--- config.mk ---
export PLATFORM = sky130hd
export DESIGN_NAME = msgpack_primitive_encoder
export DESIGN_NICKNAME = d
export VERILOG_FILES = /design/src/rtl/core/mpe_pkg.sv /design/src/rtl/core/mpe_front.sv /design/src/rtl/core/mpe_queue.sv /design/src/rtl/core/mpe_back.sv /design/src/rtl/core/msgpack_primitive_encoder.sv
export SDC_FILE = /design/constraint.sdc
export NUM_CORES = 1
export LEC_CHECK = 0
export BUFFER_PORTS_ARGS = -buffer_cell sky130_fd_sc_hd__buf_2
export CELL_PAD_IN_SITES_DETAIL_PLACEMENT = 1
export CELL_PAD_IN_SITES_GLOBAL_PLACEMENT = 1
export CORE_ASPECT_RATIO = 1.5
export CORE_MARGIN = 5
export CORE_UTILIZATION = 45
export DETAILED_ROUTE_END_ITERATION = 12
export GPL_ROUTABILITY_DRIVEN = 0
export PLACE_DENSITY = 0.89
export SETUP_SLACK_MARGIN = 0.4
export SLEW_MARGIN = 20
export SYNTH_ARGS = -nofsm -noshare
export SYNTH_HDL_FRONTEND = slang
export SYNTH_SLANG_ARGS = --single-unit
--- constraint.sdc ---
create_clock -name clk -period 7.9 [get_ports clk]
set_input_delay 1.58 -clock clk [delete_from_list [all_inputs] [get_ports clk]]
set_output_delay 1.58 -clock clk [all_outputs]
set_load 0.02 [all_outputs]
--- src/rtl/core/mpe_pkg.sv ---
// ----------------------------------------------------------------------------
// mpe_pkg
// Shared types and codes for the msgpack primitive encoder: token kinds,
// format bytes and the descriptor passed from classifier to serialiser.
// ----------------------------------------------------------------------------
package mpe_pkg;

	localparam logic [3:0] ACT_UINT  = 4'd0;
	localparam logic [3:0] ACT_INT   = 4'd1;
	localparam logic [3:0] ACT_FLT64 = 4'd2;
	localparam logic [3:0] ACT_NIL   = 4'd3;
	localparam logic [3:0] ACT_STR   = 4'd4;
	localparam logic [3:0] ACT_BIN   = 4'd5;
	localparam logic [3:0] ACT_ARR   = 4'd6;
	localparam logic [3:0] ACT_MAP   = 4'd7;
	localparam logic [3:0] ACT_RAW   = 4'd8;

	localparam logic [7:0] FMT_UINT8   = 8'hcc;
	localparam logic [7:0] FMT_UINT16  = 8'hcd;
	localparam logic [7:0] FMT_UINT32  = 8'hce;
	localparam logic [7:0] FMT_UINT64  = 8'hcf;
	localparam logic [7:0] FMT_INT8    = 8'hd0;
	localparam logic [7:0] FMT_INT16   = 8'hd1;
	localparam logic [7:0] FMT_INT32   = 8'hd2;
	localparam logic [7:0] FMT_INT64   = 8'hd3;
	localparam logic [7:0] FMT_FLT64   = 8'hcb;
	localparam logic [7:0] FMT_NIL     = 8'hc0;
	localparam logic [7:0] FMT_FIXSTR  = 8'ha0;
	localparam logic [7:0] FMT_STR8    = 8'hd9;
	localparam logic [7:0] FMT_STR16   = 8'hda;
	localparam logic [7:0] FMT_STR32   = 8'hdb;
	localparam logic [7:0] FMT_BIN8    = 8'hc4;
	localparam logic [7:0] FMT_BIN16   = 8'hc5;
	localparam logic [7:0] FMT_BIN32   = 8'hc6;
	localparam logic [7:0] FMT_FIXARR  = 8'h90;
	localparam logic [7:0] FMT_ARR16   = 8'hdc;
	localparam logic [7:0] FMT_ARR32   = 8'hdd;
	localparam logic [7:0] FMT_FIXMAP  = 8'h80;
	localparam logic [7:0] FMT_MAP16   = 8'hde;
	localparam logic [7:0] FMT_MAP32   = 8'hdf;

	// payload byte count after the format byte: 0, 1, 2, 4 or 8
	typedef logic [3:0] nbytes_t;

	typedef struct packed {
		logic [7:0]  head;
		nbytes_t     nbytes;
		logic [63:0] data;
	} desc_t;

	typedef struct packed {
		logic  valid;
		desc_t desc;
	} qhead_t;

endpackage

--- src/rtl/core/mpe_front.sv ---
// ----------------------------------------------------------------------------
// mpe_front
// Token classifier: picks the msgpack format byte and payload size for each
// accepted token of a known kind and pushes a descriptor into the queue.
// ----------------------------------------------------------------------------
module mpe_front (
	input  logic            item_valid,
	output logic            item_stall,
	input  logic [3:0]      action,
	input  logic [63:0]     value,
	input  logic [31:0]     length,
	input  logic            q_full,
	output logic            push,
	output mpe_pkg::desc_t  desc
);
	import mpe_pkg::*;

	logic known;
	logic neg;
	logic [7:0] head;
	nbytes_t nb;
	logic [63:0] data;
	logic len_le8, len_le16;

	assign neg      = value[63];
	assign len_le8  = (length[31:8] == '0);
	assign len_le16 = (length[31:16] == '0);

	always_comb begin
		known = 1'b1;
		head  = FMT_NIL;
		nb    = 4'd0;
		data  = value;
		case (action)
			ACT_UINT, ACT_INT: begin
				if (action == ACT_INT && neg) begin
					if (&value[63:5]) begin
						head = value[7:0];
					end else if (&value[63:7]) begin
						head = FMT_INT8;
						nb   = 4'd1;
					end else if (&value[63:15]) begin
						head = FMT_INT16;
						nb   = 4'd2;
					end else if (&value[63:31]) begin
						head = FMT_INT32;
						nb   = 4'd4;
					end else begin
						head = FMT_INT64;
						nb   = 4'd8;
					end
				end else begin
					if (value[63:7] == '0) begin
						head = value[7:0];
					end else if (value[63:8] == '0) begin
						head = FMT_UINT8;
						nb   = 4'd1;
					end else if (value[63:16] == '0) begin
						head = FMT_UINT16;
						nb   = 4'd2;
					end else if (value[63:32] == '0) begin
						head = FMT_UINT32;
						nb   = 4'd4;
					end else begin
						head = FMT_UINT64;
						nb   = 4'd8;
					end
				end
			end
			ACT_FLT64: begin
				head = FMT_FLT64;
				nb   = 4'd8;
			end
			ACT_NIL: begin
				head = FMT_NIL;
			end
			ACT_STR: begin
				data = {32'd0, length};
				if (length[31:5] == '0) begin
					head = FMT_FIXSTR | {3'd0, length[4:0]};
				end else if (len_le8) begin
					head = FMT_STR8;
					nb   = 4'd1;
				end else if (len_le16) begin
					head = FMT_STR16;
					nb   = 4'd2;
				end else begin
					head = FMT_STR32;
					nb   = 4'd4;
				end
			end
			ACT_BIN: begin
				data = {32'd0, length};
				if (len_le8) begin
					head = FMT_BIN8;
					nb   = 4'd1;
				end else if (len_le16) begin
					head = FMT_BIN16;
					nb   = 4'd2;
				end else begin
					head = FMT_BIN32;
					nb   = 4'd4;
				end
			end
			ACT_ARR, ACT_MAP: begin
				data = {32'd0, length};
				if (length[31:4] == '0) begin
					head = ((action == ACT_ARR) ? FMT_FIXARR : FMT_FIXMAP)
						| {4'd0, length[3:0]};
				end else if (len_le16) begin
					head = (action == ACT_ARR) ? FMT_ARR16 : FMT_MAP16;
					nb   = 4'd2;
				end else begin
					head = (action == ACT_ARR) ? FMT_ARR32 : FMT_MAP32;
					nb   = 4'd4;
				end
			end
			ACT_RAW: begin
				head = value[7:0];
			end
			default: begin
				known = 1'b0;
			end
		endcase
	end

	// unknown kinds are taken and dropped
	assign item_stall  = q_full;
	assign push        = item_valid && !q_full && known;
	assign desc.head   = head;
	assign desc.nbytes = nb;
	assign desc.data   = data;

endmodule

--- src/rtl/core/mpe_queue.sv ---
// ----------------------------------------------------------------------------
// mpe_queue
// Two-entry descriptor queue between classifier and serialiser.
// ----------------------------------------------------------------------------
module mpe_queue (
	input  logic            clk,
	input  logic            arst_n,
	input  logic            push,
	input  mpe_pkg::desc_t  push_desc,
	output logic            full,
	input  logic            pop,
	output mpe_pkg::qhead_t top
);
	import mpe_pkg::*;

	desc_t      mem_q [2];
	logic       wr_ptr_q;
	logic       rd_ptr_q;
	logic [1:0] count_q;

	assign full      = (count_q == 2'd2);
	assign top.valid = (count_q != 2'd0);
	assign top.desc  = mem_q[rd_ptr_q];

	always_ff @(posedge clk) begin
		if (push) begin
			mem_q[wr_ptr_q] <= push_desc;
		end
	end

	always_ff @(posedge clk or negedge arst_n) begin
		if (!arst_n) begin
			wr_ptr_q <= 1'b0;
			rd_ptr_q <= 1'b0;
			count_q  <= 2'd0;
		end else begin
			if (push) begin
				wr_ptr_q <= !wr_ptr_q;
			end
			if (pop) begin
				rd_ptr_q <= !rd_ptr_q;
			end
			case ({push, pop})
				2'b10:   count_q <= count_q + 2'd1;
				2'b01:   count_q <= count_q - 2'd1;
				default: count_q <= count_q;
			endcase
		end
	end

endmodule

--- src/rtl/core/mpe_back.sv ---
// ----------------------------------------------------------------------------
// mpe_back
// Serialiser: emits the format byte then the payload bytes, most significant
// first, one word per cycle through an output register while not stalled.
// ----------------------------------------------------------------------------
module mpe_back (
	input  logic            clk,
	input  logic            arst_n,
	input  mpe_pkg::qhead_t top,
	output logic            pop,
	output logic            out_valid,
	input  logic            out_stall,
	output logic [7:0]      out_byte,
	output logic            last
);
	import mpe_pkg::*;

	nbytes_t    pos_q;
	logic       valid_q;
	logic [7:0] byte_q;
	logic       last_q;
	logic       advance;
	logic       fin;
	nbytes_t    idx;
	logic [7:0] cur;

	assign advance = top.valid && (!valid_q || !out_stall);
	assign fin     = (pos_q == top.desc.nbytes);
	assign idx     = top.desc.nbytes - pos_q;
	assign cur     = (pos_q == 4'd0) ? top.desc.head
		: top.desc.data[{idx[2:0], 3'b000} +: 8];
	assign pop     = advance && fin;

	always_ff @(posedge clk) begin
		if (advance) begin
			byte_q <= cur;
			last_q <= fin;
		end
	end

	always_ff @(posedge clk or negedge arst_n) begin
		if (!arst_n) begin
			valid_q <= 1'b0;
			pos_q   <= 4'd0;
		end else begin
			if (advance) begin
				valid_q <= 1'b1;
				pos_q   <= fin ? 4'd0 : pos_q + 4'd1;
			end else if (!out_stall) begin
				valid_q <= 1'b0;
			end
		end
	end

	assign out_valid = valid_q;
	assign out_byte  = byte_q;
	assign last      = last_q;

endmodule

--- src/rtl/core/msgpack_primitive_encoder.sv ---
// The first word of a token passes through the queue entry, then the output register.
// Throughput: one output word per cycle while a token is queued and out_stall is low;
// the 1 to 9 bytes of each token all pass through the single byte-wide serialiser.
// The two-entry queue lets tokens be taken while earlier ones still drain.
// Reset (arst_n low, asynchronous) empties the queue and the output register.
// ----------------------------------------------------------------------------
// msgpack_primitive_encoder
// Encodes each input word of a known kind as one msgpack token in a stream of bytes
// with a final-byte marker; words of an unknown kind are taken and dropped.
// ----------------------------------------------------------------------------
module msgpack_primitive_encoder (
	input  logic        clk,
	input  logic        arst_n,
	input  logic        in_valid,
	output logic        in_stall,
	input  logic [3:0]  action,
	input  logic [63:0] value,
	input  logic [31:0] length,
	output logic        out_valid,
	input  logic        out_stall,
	output logic [7:0]  out_byte,
	output logic        last
);
	import mpe_pkg::*;

	logic    push;
	logic    q_full;
	logic    pop;
	desc_t   desc;
	qhead_t  qtop;

	mpe_front u_front (
		.item_valid (in_valid),
		.item_stall (in_stall),
		.action     (action),
		.value      (value),
		.length     (length),
		.q_full     (q_full),
		.push       (push),
		.desc       (desc)
	);

	mpe_queue u_queue (
		.clk       (clk),
		.arst_n    (arst_n),
		.push      (push),
		.push_desc (desc),
		.full      (q_full),
		.pop       (pop),
		.top       (qtop)
	);

	mpe_back u_back (
		.clk       (clk),
		.arst_n    (arst_n),
		.top       (qtop),
		.pop       (pop),
		.out_valid (out_valid),
		.out_stall (out_stall),
		.out_byte  (out_byte),
		.last      (last)
	);

endmodule

---- Word-level counts from Yosys, hierarchy flattened ----
Memories as Yosys holds them, arrays and structs flattened.
Cells that the tools add are included.
cells by class
  shift-type cells ........................ 1
  add/sub/neg operators ................... 4
  muxes and demuxes ....................... 43
  reductions and logical operators ........ 31
  bitwise operators ....................... 1
  eq/ne operators ......................... 13
operators with widths
  cell                count
  $mux 8              13
  $mux 64             1
  $shiftx 64x7->8     1
  $reduce_and 59->1   1
  $logic_not 57->1    1
  $reduce_and 57->1   1
  $logic_not 56->1    1
  $reduce_and 49->1   1
  $logic_not 48->1    1
  $mux 4              12
  $pmux 8 s6          1
  $reduce_and 33->1   1
  $logic_not 32->1    1
  $logic_not 28->1    1
  $logic_not 27->1    1
  $logic_not 24->1    1
  $pmux 4 s5          1
  $eq 4x3->1 const B  4
  $logic_not 16->1    1
  $reduce_or 9->1     1
  $eq 4x2->1 const B  2
  $logic_not 4->1     2
  $mux 1              8
  $or 8x4->8          1
  other kinds (20)    34
word-level totals
  bits in writable memories ............... 152
  memories kept ........................... 1
  input bits .............................. 104
  word-level logic and storage cells ...... 101
  register bits after elaboration ......... 18
  output and inout bits ................... 11
memories
  name           words  bits a word  rd ports  clocked after Yosys merged registers in  wr ports  line             text
  u_queue.mem_q  2      76           1         0                                        1         mpe_queue.sv:16  desc_t mem_q [2];

---- Logic depth before layout (Yosys ltp) ----
  depth in word-level cells ............... 7
  mapped depth ............................ 15
  gate-level depth less buffers ........... 9

---- Cells and area by module ----
A second synthesis with hierarchy kept.
unflattened totals
  cells, all modules ...................... 660
  area total of the unflattened synthesis .. 8775.9 um^2
modules (own cells, without submodules)
  module     area each (um^2)  times used  cells an instance  sequential area each (um^2)
  mpe_queue  5806.8            1           253                4664.5
  mpe_front  1740.4            1           315                0.0
  mpe_back   1228.7            1           92                 395.4

---- Worst setup path before layout ----
Ideal clock, no wire load.
  path kind ............................... input to register
  start point ............................. in action[1]
  end point ............................... mem u_queue.mem_q[0][0] in the netlist's numbering (enable)
  buffers on the path ..................... 1
  data arrival time ....................... 5.380 ns
  data required time ...................... 7.389 ns
  stages on the path ...................... 4
  setup slack ............................. 2.009 ns
  library setup time ...................... 0.511 ns
  path through ............................ clkbuf_1 -> o31ai_1 -> nand3b_1 -> nor2_1
between the ends
  cells in the longest elaborated chain, start to end .. 6
  elaborated cells between the ends (all ways) .. 14
  classes of those cells .................. 8 x eq/ne; 3 x mux; 3 x reduce/logical
RTL lines
  what                                      line                             text
  start: declaration                        msgpack_primitive_encoder.sv:16  input logic [3:0] action,
  $eq 4x2->1, or another cell as far along  mpe_front.sv:34                  case (action)
  $reduce_or 9->1 (no source line) (*)      --
  $mux 1 (*)                                mpe_front.sv:34
  $logic_and 1x1->1 (*)                     mpe_front.sv:129                 assign push = item_valid && !q_full && known;
  $mux 1 (*)                                mpe_queue.sv:26                  if (push) begin
  $mux 1 (not written as such) (*)          mpe_queue.sv:27                  mem_q[wr_ptr_q] <= push_desc;
  end: declaration                          mpe_queue.sv:16
Every way passes the cells marked *; elsewhere a longest branch is shown, timed or not.

---- Final worst setup path ----
  start point ............................. reg u_queue.rd_ptr_q
  end point ............................... reg u_back.byte_q[6], in the netlist u_back.out_byte[6], data pin
between the ends
  cells in the longest elaborated chain, start to end .. 4
RTL lines
  what                      line             text
  start: declaration        mpe_queue.sv:18  logic rd_ptr_q;
  start signal: assignment  mpe_queue.sv:41  rd_ptr_q <= !rd_ptr_q;
  $mem_v2 2x76 (*)          --
  $sub 3x3->3               mpe_back.sv:29   assign idx = top.desc.nbytes - pos_q;
  $shiftx 64x7->8           mpe_back.sv:31   : top.desc.data[{idx[2:0], 3'b000} +: 8];
  $mux 8 (*)                mpe_back.sv:30   assign cur = (pos_q == 4'd0) ? top.desc.head
  named net u_back.cur[6]   mpe_back.sv:25   logic [7:0] cur;
  end signal: assignment    mpe_back.sv:36   byte_q <= cur;
  end: declaration          mpe_back.sv:20   logic [7:0] byte_q;
The timed path passes the listed nets; every way through them passes the cells marked *.
A chain may end at the register's enable or synchronous reset.

==> qor.txt <==
status: complete, no violations
final WL: 24.4 mm
final net count: 825
I/O pin count: 115
die height: 176 µm
Seq/Total Area, Yosys: 61.5%
CP endpoint kind: register
Initial DRC Count: 428
core area: 0.0179 mm²
Longest Clk Path Bufs: 2
Detail Placement HPWL: 18.2 mm
largest net degree at the start of global routing: 77
vias in the first global route: 6,323
Sink Count: 170
initial antenna violation count: 0
ys flop type: edfxtp_1
path depth of the worst reg2reg path: 9
Leakage Power: 3.51 nW
setup TNS: 0 ps
final slew viol count: 0
DIE WIDTH: 120 µm
Warnings, synthesis: 0
Required @ worst endpoint: 8100 ps
Final ANT Viol Nets: 0
area grow syn2layout: 16.5%
Post-CTS Setup Inserts: 0
die area: 0.0211 mm²
maximum clock rate: 252 MHz
vias per inst: 6.28
first-pass GRT wire length: 37.0 mm
clock skew: 7.88 ps
setup ws final: 3930 ps
worst hold margin: 495 ps
cts repair resizes: 0
Clock transition at path regs: 70 ps
num rows: 60
ranking of synthesized cells by area: edfxtp_1 59%, mux4_2 8.8%, nand2_1 4.8%, mux2i_1 3.4%, dfrtp_1 2.7%
Crit Path Category: reg -> reg
DRC: 0
Initial Util: 45.8%
clock group share of total power: 25.3%
final setup vio count: 0
Critical Path AT: 4170 ps
global route overflow: 0
post-synthesis cell type count: 62
Async S/R FF share, synth: 5.29%
antenna cells: 0
GRT Util Overall: 23.5%
IO Port Bufs: 114
Startpoint Class: register
drt first pass iters: 5
Psw: 1.11 mW
CTS Buf Count: 17
Place WS: 3790 ps
count of final hold-check violations: 0
Post-Layout Inst Area: 0.00958 mm²
CP Max Fanout: 45
worst hold-check path type: reg -> reg
Slew @ Worst Pin: 1050 ps
dpl cell area: 0.00899 mm²
Avg Cell Area, Syn: 13.5 µm²
vias: 5,935
max-cap violations: 0
Period minus WS final: 3970 ps
Seq pwr share: 38.7%
H-tree depth: 4
Rel. slew slack: 29.7%
Tcrit/Tclk final: 50.3%
WL/cell: 25.9 µm
Skew-Pair Late Insertion Delay: 420 ps
Synth top area share: 58.8%
RSZ-0062 raised after global routing: false
cell taking the most area after synthesis: edfxtp_1
Yosys reg bits: 170
Pwr Density: 342 mW/mm²
hold buffers post-CTS: 0
final design utilization: 53.4%
Post-Synthesis Cells: 608
Net Sw Frac: 33.8%
Hold Crit Depth: 1
Post-Synthesis Net Count: 718
synthesized area: 0.00823 mm²
maximum vdd ir drop: 0.215 mV
Gate power share: 36.1%
Cell Int Power: 2.17 mW
layout cells sized above 1: 26.6%
CTS root buf: clkbuf_16
TritonCTS clock tree: built
Post-synth EDFFs: 161
-- flip-flops by register name, summed over array words and instances, names as in the netlist --
name	count
u_queue.wr_ptr_q	1
u_back.out_byte	8
u_queue.rd_ptr_q	1
u_queue.count_q	2
u_back.out_valid	1
u_queue.mem_q	152
u_back.last	1
u_back.pos_q	4
-- critical path: stages, from the launching register on --
cell	delay (ps)
dfrtp_2	360
buf_4	680
mux2i_1	290
ha_1	180
inv_1	50
fa_1	410
xnor3_1	990
mux2i_1	210
and3_1	240
a221oi_1	330
-- stage by stage --
step / cells / power [mW]
6_report: 945 / 3.28
5_1_grt: 945 / 3.41
4_1_cts: 945 / 3.30
3_5_place_dp: 913 / 2.47
3_3_place_gp: 913 / 2.37
2_1_floorplan: 608 / 2.12
-- worst paths after layout --
kind	from	to	slack [ps]
worst max register to register	u_queue.rd_ptr_q	u_back.out_byte[6]	3930
worst max-delay path	u_queue.rd_ptr_q	u_back.out_byte[6]	3930
max in group asynchronous	arst_n	u_queue.rd_ptr_q	6720
worst min-delay path	u_queue.count_q[1]	u_queue.count_q[1]	490
min in group asynchronous	arst_n	u_back.pos_q[1]	990
worst min register to register	u_queue.count_q[1]	u_queue.count_q[1]	490
-- routing by layer --
metal	track usage (%)	part of all wire [%]	wire [µm]
met1	25.5	34	8260
met2	42.6	54	13200
met3	4.03	6.1	1500
met4	13.4	5.9	1430
met5	0	0	0
-- power groups by stage --
stage | sequential, mW | combinational (mW) | clock [mW]
2_1_floorplan | 1.30 | 0.813 | 0
3_3_place_gp | 1.27 | 1.10 | 0
3_5_place_dp | 1.29 | 1.18 | 0
4_1_cts | 1.27 | 1.19 | 0.840
5_1_grt | 1.28 | 1.25 | 0.884
6_report | 1.27 | 1.18 | 0.829
-- logic make-up after synthesis --
logic type      synth area share [%]
compound gates                  6.30
xor+xnor                        1.02
fa+ha+maj                       1.00
buf+inv                         2.21
flops                           61.5
mux                             12.4
simple gates                    15.5
-- cell usage after synthesis, types with 4 or more instances --
master / n
edfxtp_1: 161
nand2_1: 106
and2_1: 35
mux4_2: 32
mux2i_1: 28
clkbuf_1: 22
nor2_1: 20
nor4_1: 20
nand4_1: 17
o21ai_0: 16
inv_1: 10
a221oi_1: 9
and3_1: 9
dfrtp_1: 9
a21oi_1: 8
nand3_1: 7
nor3_1: 6
a31oi_1: 5
buf_4: 5
ha_1: 5
or3_1: 5
xnor2_1: 5
a22oi_1: 4
nand2b_1: 4
nor2b_1: 4
o22ai_1: 4
-- cells in the final DEF, fill, tap and decap left out, types with 9 or more instances in the layout --
cell type / count
edfxtp_1: 161
clkbuf_16: 17
buf_2: 114
nand2_1: 106
a221oi_1: 9
mux2i_1: 28
and2_1: 35
inv_1: 10
nor2_1: 18
nor4_1: 20
o21ai_0: 16
and3_1: 9
nand4_1: 17
mux4_2: 32
-- layout make-up --
type                            instances  area (µm²)
Clock buffer                           18         429
Clock inverter                         14         159
Fill cell                            1798        8360
Inverter                               10        37.5
Multi-Input combinational cell        397        3010
Sequential cell                       170        5060
Tap cell                              217         272
Timing Repair Buffer                  119         608
Note: power is estimated with default switching activity, not from simulation.
